===== config.mk =====
export PLATFORM = sky130hd
export DESIGN_NAME = dss_fifo
export DESIGN_NICKNAME = d
export VERILOG_FILES = /design/src/hw/rtl/dss_pkg.sv /design/src/hw/rtl/dss_fifo.sv
export SDC_FILE = /design/constraint.sdc
export NUM_CORES = 1
export LEC_CHECK = 0
export ABC_AREA = 1
export BUFFER_PORTS_ARGS = -buffer_cell sky130_fd_sc_hd__buf_4
export CAP_MARGIN = 20
export CORE_MARGIN = 1
export CORE_UTILIZATION = 46
export DETAILED_ROUTE_END_ITERATION = 8
export GPL_TIMING_DRIVEN = 1
export PLACE_DENSITY_LB_ADDON = 0.08
export SYNTH_ARGS = -nofsm -noshare
export SYNTH_HDL_FRONTEND = slang
export SYNTH_SLANG_ARGS = --single-unit

===== constraint.sdc =====
create_clock -name clk_i -period 1.8 [get_ports clk_i]
set_input_delay 0.18 -clock clk_i [delete_from_list [all_inputs] [get_ports clk_i]]
set_output_delay 0.18 -clock clk_i [all_outputs]
set_load 0.03 [all_outputs]

===== src/hw/rtl/dss_pkg.sv =====
`default_nettype none
// ---------------------------------------------------------------------------
// dss_pkg
// Shared types and codes of the duplicate-free set store.
// ---------------------------------------------------------------------------
package dss_pkg;

  localparam int CMD_W       = 2;
  localparam int LIST_W      = 3;
  localparam int ID_W        = 16;
  localparam int STATUS_W    = 3;
  localparam int COUNT_W     = 9;
  localparam int MASK_W      = 8;
  localparam int LIMIT_W     = 9;
  localparam int CFG_IDX_W   = 1;
  localparam int QUEUE_DEPTH = 2;
  localparam int QCNT_W      = 2;

  typedef enum logic [CMD_W-1:0] {
    CMD_ADD   = 2'd0,
    CMD_QUERY = 2'd1,
    CMD_CLEAR = 2'd2
  } cmd_e;

  typedef enum logic [STATUS_W-1:0] {
    STAT_ADDED    = 3'd0,
    STAT_DUP      = 3'd1,
    STAT_FULL     = 3'd2,
    STAT_FOUND    = 3'd3,
    STAT_NOTFOUND = 3'd4,
    STAT_CLEARED  = 3'd5,
    STAT_RANGE    = 3'd6
  } status_e;

  typedef enum logic [CFG_IDX_W-1:0] {
    CFG_MASK  = 1'b0,
    CFG_LIMIT = 1'b1
  } cfg_idx_e;

  typedef enum logic [3:0] {
    B_INIT,
    B_IDLE,
    B_SRCH,
    B_SRCH_CMP,
    B_HIT_CMP,
    B_SHIFT_RD,
    B_SHIFT_WR,
    B_INSERT,
    B_BM_CHK,
    B_CLEAR,
    B_RESP
  } back_state_e;

  typedef struct packed {
    logic [CMD_W-1:0]  cmd;
    logic              list_ok;
    logic [LIST_W-1:0] list_idx;
    logic              sorted;
    logic              id_range;
    logic [ID_W-1:0]   id;
  } item_t;

endpackage
`default_nettype wire


===== src/hw/rtl/dss_fifo.sv =====
`default_nettype none
// ---------------------------------------------------------------------------
// dss_fifo
// Short item queue between the front and the back.
// ---------------------------------------------------------------------------
module dss_fifo (
  input  wire logic                         clk_i,
  input  wire logic                         rst_ni,
  input  wire logic                         push_i,
  input  wire dss_pkg::item_t               item_i,
  output logic                              full_o,
  output logic                              valid_o,
  input  wire logic                         pop_i,
  output dss_pkg::item_t                    item_o,
  output logic [dss_pkg::QCNT_W-1:0]        count_o
);

  dss_pkg::item_t                 mem_q [dss_pkg::QUEUE_DEPTH];
  logic                           wptr_q, wptr_d;
  logic                           rptr_q, rptr_d;
  logic [dss_pkg::QCNT_W-1:0]     cnt_q, cnt_d;
  logic                           do_push, do_pop;

  assign full_o  = (cnt_q == dss_pkg::QCNT_W'(dss_pkg::QUEUE_DEPTH));
  assign valid_o = (cnt_q != '0);
  assign item_o  = mem_q[rptr_q];
  assign count_o = cnt_q;
  assign do_push = push_i & ~full_o;
  assign do_pop  = pop_i & valid_o;

  always_comb begin
    wptr_d = do_push ? ~wptr_q : wptr_q;
    rptr_d = do_pop ? ~rptr_q : rptr_q;
    cnt_d  = cnt_q + dss_pkg::QCNT_W'(do_push) - dss_pkg::QCNT_W'(do_pop);
  end

  always_ff @(posedge clk_i or negedge rst_ni) begin
    if (!rst_ni) begin
      wptr_q <= 1'b0;
      rptr_q <= 1'b0;
      cnt_q  <= '0;
    end else begin
      wptr_q <= wptr_d;
      rptr_q <= rptr_d;
      cnt_q  <= cnt_d;
    end
  end

  always_ff @(posedge clk_i) begin
    if (do_push) begin
      mem_q[wptr_q] <= item_i;
    end
  end

endmodule
`default_nettype wire


Yosys cells after proc, flatten, opt, wreduce, memory -nomap -nowiden

Memory sizes are Yosys's and may differ from the RTL's.
Cells that the tools add are included.

Add/subtract/negate cells: 2
Equality and inequality tests: 1
Muxes and demuxes: 2
Bitwise logic cells: 5
Reduce and logical (&&, ||, !) cells: 1

Operator list:

| cell                                  | count |
|---|---|
| inverter 1 bit                        | 3 |
| adder 2 x 1 -> 2 bit                  | 1 |
| bitwise AND 1 bit                     | 2 |
| == test 2 bit (second input constant) | 1 |
| two-way mux 1 bit                     | 2 |
| nonzero test 2 bit                    | 1 |
| subtractor 2 x 1 -> 2 bit             | 1 |

Flip-flop bits (word level): 4
RAM bits: 48
Input port bits: 28
Output and inout bits: 28
Logic and storage cells: 15
Memories: 1

Memory list:

| memory | words | width | rd ports | clocked after Yosys merged registers in | write ports | RTL line       | text |
|---|---|---|---|---|---|---|---|
| mem_q  | 2     | 24    | 1        | 0                                       | 1           | dss_fifo.sv:18 | `dss_pkg::item_t mem_q [dss_pkg::QUEUE_DEPTH];` |

Logic depth before layout (Yosys ltp)

Depth after elaboration: 5
Mapped depth: 10
Mapped depth without buffers: 10

Least setup slack after synthesis

OpenSTA, ideal clock, no wires.

Path type: register -> register
Start: register cnt_q, in the netlist count_o[0]
End: memory mem_q[1][0] (netlist name) (enable)
Setup time: 0.405 ns
Arrival: 1.819 ns
Required time: 1.395 ns
Setup slack: -0.424 ns
Cell stages (with the launch flop): 5
Path buffers: 0
Clock period less this slack: 2.224 ns
Path through: dfrtp_1 > inv_1 > nand2_1 > nand2_1 > nor2_1

Word-level cells in the longest chain between the ends: 5

Ends and longest elaborated chain:

| item                                    | RTL line       | text |
|---|---|---|
| start, declared                         | dss_fifo.sv:21 | `logic [dss_pkg::QCNT_W-1:0] cnt_q, cnt_d;` |
| start signal, assigned                  | dss_fifo.sv:45 | `cnt_q <= cnt_d;` |
| == test 2 bit                           | dss_fifo.sv:24 | `assign full_o = (cnt_q == dss_pkg::QCNT_W'(dss_pkg::QUEUE_DEPTH));` |
| inverter 1 bit                          | dss_fifo.sv:28 | `assign do_push = push_i & ~full_o;` |
| bitwise AND 1 bit                       | dss_fifo.sv:28 |  |
| two-way mux 1 bit                       | dss_fifo.sv:50 | `if (do_push) begin` |
| two-way mux 1 bit (implied by the code) | dss_fifo.sv:51 | `mem_q[wptr_q] <= item_i;` |
| end, declared                           | dss_fifo.sv:18 |  |

No other way between the ends.

==> impl_results.rst <==
.. list-table::
   :header-rows: 1

   * - Metric
     - Value
   * - Critical path fanouts, max
     - 25
   * - Average via count per standard cell
     - 4.55
   * - Pwr dens
     - 1730 nW/um2
   * - WHS Path Cells
     - 1
   * - Yosys warnings
     - 0
   * - Total global-route track usage
     - 0.166
   * - Sink Count
     - 52
   * - Highest ir drop seen on vdd
     - 739 uV
   * - Maximum buffer depth of the clock tree
     - 2
   * - Number of standard cells in the final layout excluding fillers
     - 271
   * - Critical path type
     - register to output pin
   * - Area of the die
     - 4610 um2
   * - Nature of the critical path startpoint
     - register
   * - Detailed Route Iter0 Violations
     - 72
   * - Detailed-router iteration count before antenna repair
     - 4
   * - Total Power Consumption
     - 0.00441 W
   * - Area share of the leading cell type in the synthesized netlist
     - 0.722
   * - Crit path DAT
     - 1350 ps
   * - Count of unique library cells instantiated by Yosys
     - 10
   * - Endpoint required time on the critical path
     - 1620 ps
   * - RSZ-0062 raised after global routing
     - no
   * - Mapped cell area
     - 2000 um2
   * - Gp weighted congestion
     - 0.687
   * - Worst path buffer plus inverter count
     - 2
   * - Wire length of the first global-routing pass
     - 5330 um
   * - CTS tree
     - built
   * - Reg clk slew, reported paths
     - 90 ps
   * - Final #Nets
     - 250
   * - Routed WL per cell
     - 12.1 um
   * - Residual overflow from global routing
     - 0
   * - Critical Path Stages
     - 4
   * - Placement row count
     - 23
   * - Post-CTS setup buffer count
     - 0
   * - Number of levels the H-tree was split into
     - 2
   * - Pins Over Slew Limit
     - 0
   * - Leakage power figure
     - 1.15 nW
   * - Depth of the worst register-to-register path
     - 10
   * - Count of input and output buffers
     - 55
   * - CTS Root Cell
     - sky130_fd_sc_hd__clkbuf_8
   * - CTS Hold Buffers Added
     - 1
   * - Status
     - complete, no violations
   * - Number of flip-flops and latches in the synthesized netlist
     - 52
   * - Syn_nets
     - 188
   * - Register area share after synthesis
     - 0.772
   * - Number of placed instances with taps included
     - 262
   * - Maximum number of pins on one net before global-route repair
     - 26
   * - Syn Inst Count
     - 158
   * - Final setup violation count
     - 0
   * - Max incr delay on CP
     - 420 ps
   * - Fillers
     - 331
   * - Placeable core region
     - 4090 um2
   * - Crit share post-route
     - 0.849
   * - Critical path capture point type
     - output pin
   * - Final-layout setup total negative slack
     - 0 ps
   * - Antenna viol nets, final
     - 0
   * - Resized Gates After CTS
     - 0
   * - Cell family with most CP delay
     - buffers and inverters
   * - Leading cell types by total area after synthesis
     - sky130_fd_sc_hd__edfxtp_1, sky130_fd_sc_hd__nand2_1, sky130_fd_sc_hd__dfrtp_1, sky130_fd_sc_hd__inv_1, sky130_fd_sc_hd__buf_6
   * - Via total after detailed routing
     - 1232
   * - Number of remaining DRC errors
     - 0
   * - Largest area contributor in the synthesized netlist
     - sky130_fd_sc_hd__edfxtp_1
   * - Die W
     - 67.9 um
   * - Max Clock Skew
     - 7.11 ps
   * - Worst min-delay path category
     - input pin to register
   * - Max stage delay cell, worst path
     - sky130_fd_sc_hd__dfrtp_1
   * - Time the final worst path needs with I/O delays and setup
     - 1530 ps
   * - Vias in the first global route
     - 1266
   * - Layout area overhead
     - 28.0%
   * - Inserted Clock Buffers
     - 5
   * - Highest attainable clock frequency
     - 654 MHz
   * - Clk Latency, worst-skew pair
     - 300 ps
   * - Wire length after detailed routing
     - 3280 um
   * - Final HPWL from detailed placement
     - 2260 um
   * - Die Ht
     - 67.9 um
   * - I/O pins
     - 56
   * - Count of max-cap constraint violations
     - 0
   * - Fraction of final layout cells sized beyond drive strength 1
     - 0.303
   * - Hold Violations, Final
     - 0
   * - Syn avg cell area
     - 12.6 um2
   * - Worst Tran Pin Value
     - 320 ps
   * - Antenna cell count
     - 0
   * - Antenna violations before repair
     - 0
   * - Starting Density
     - 0.488
   * - Tightest slew margin relative to the limit
     - 0.787
   * - Series of cell instances along the critical path
     - buf_4 -> nand2_1 -> nand2_1 -> buf_4
## metrics by stage
| stage | util | hold WS [ps] | area, um2 | worst slack, ps |
|---|---|---|---|---|
| floorplan | - | -116 | 2000 | 102 |
| global placement | 0.602 | -21.3 | 2460 | 445 |
| detailed placement | 0.602 | -18.4 | 2460 | 374 |
| CTS | 0.625 | 53.8 | 2550 | 244 |
| global route | 0.625 | 35.7 | 2550 | 152 |
| finish | 0.625 | 63.1 | 2550 | 271 |
## worst register-to-register path, cell delays in order, from the launching register on
cell and delay [ps]:
sky130_fd_sc_hd__dfrtp_1 410, sky130_fd_sc_hd__inv_1 80, sky130_fd_sc_hd__nand2_1 80, sky130_fd_sc_hd__nand2_1 90
sky130_fd_sc_hd__inv_1 50, sky130_fd_sc_hd__ha_1 280, sky130_fd_sc_hd__inv_1 60, sky130_fd_sc_hd__ha_1 150
sky130_fd_sc_hd__inv_1 40, sky130_fd_sc_hd__nand2_1 50, sky130_fd_sc_hd__nand2_1 40
## sequential cells by signal, summed over array words and instances (netlist names)
| name | flops |
|---|---|
| mem_q | 48 |
| count_o | 2 |
| rptr_q | 1 |
| wptr_q | 1 |
## path summary, 6_finish.rpt
path | start | to | slack (ps)
worst max-delay path | rptr_q | item_o[0] | 270
worst min register to register | wptr_q | wptr_q | 490
worst max register to register | count_o[1] | count_o[1] | 360
worst min-delay path | item_i[12] | mem_q[0][12] | 60
max in group asynchronous | rst_ni | rptr_q | 1450
min in group asynchronous | rst_ni | count_o[1] | 250
## cells by family after synthesis
logic type	after synthesis	synth area share
adders and majority gates	2	0.0125
and+or+nand+nor	89	0.169
DFF	52	0.772
buffers and inverters	15	0.0458
## cells in the mapped netlist
cell,count
sky130_fd_sc_hd__edfxtp_1,48
sky130_fd_sc_hd__nor2_1,1
sky130_fd_sc_hd__buf_4,2
sky130_fd_sc_hd__dfrtp_1,4
sky130_fd_sc_hd__nand2_1,85
sky130_fd_sc_hd__inv_1,9
sky130_fd_sc_hd__ha_1,2
sky130_fd_sc_hd__buf_6,3
sky130_fd_sc_hd__nand3_1,3
sky130_fd_sc_hd__inv_6,1
## placed cells by master (no fill, tap or decap)
| cell | synthesis | final |
|---|---|---|
| sky130_fd_sc_hd__dfrtp_1 | 4 | 4 |
| sky130_fd_sc_hd__inv_1 | 9 | 9 |
| sky130_fd_sc_hd__dlygate4sd3_1 | 0 | 1 |
| sky130_fd_sc_hd__clkbuf_1 | 0 | 1 |
| sky130_fd_sc_hd__clkinv_1 | 0 | 1 |
| sky130_fd_sc_hd__edfxtp_1 | 48 | 48 |
| sky130_fd_sc_hd__clkbuf_8 | 0 | 5 |
| sky130_fd_sc_hd__ha_1 | 2 | 2 |
| sky130_fd_sc_hd__nor2_4 | 0 | 1 |
| sky130_fd_sc_hd__clkinvlp_4 | 0 | 1 |
| sky130_fd_sc_hd__nand2_1 | 85 | 85 |
| sky130_fd_sc_hd__nand3_1 | 3 | 3 |
| sky130_fd_sc_hd__inv_6 | 1 | 1 |
| sky130_fd_sc_hd__buf_4 | 2 | 59 |
## final cells by class
cell class | instances | area [um2] | area share
well taps | 50 | 62.6 | 0.0245
flip-flops and latches | 52 | 1540 | 0.604
inverters | 10 | 42.5 | 0.0167
repair buffers | 60 | 453 | 0.177
multi-input cells | 91 | 370 | 0.145
clock inverters | 2 | 11.3 | 0.00441
clock buffers | 6 | 72.6 | 0.0284
## routing by layer
metal / vias to the layer above / track usage / wire, um
met5: - / 0 / 0
met4: 0 / 0.0755 / 54
met3: 7 / 0.0617 / 180
met2: 34 / 0.292 / 1740
met1: 555 / 0.176 / 1310
li1: 636 / - / -
## where the power goes
group	switching [W]	leakage (nW)	internal (W)	total, W
combinational	0.00138	0.617	0.000674	0.00206
sequential	0.0000887	0.495	0.00165	0.00174
clock	0.000342	0.0388	0.000270	0.000612
No activity file was read; power rests on OpenSTA's default activity.
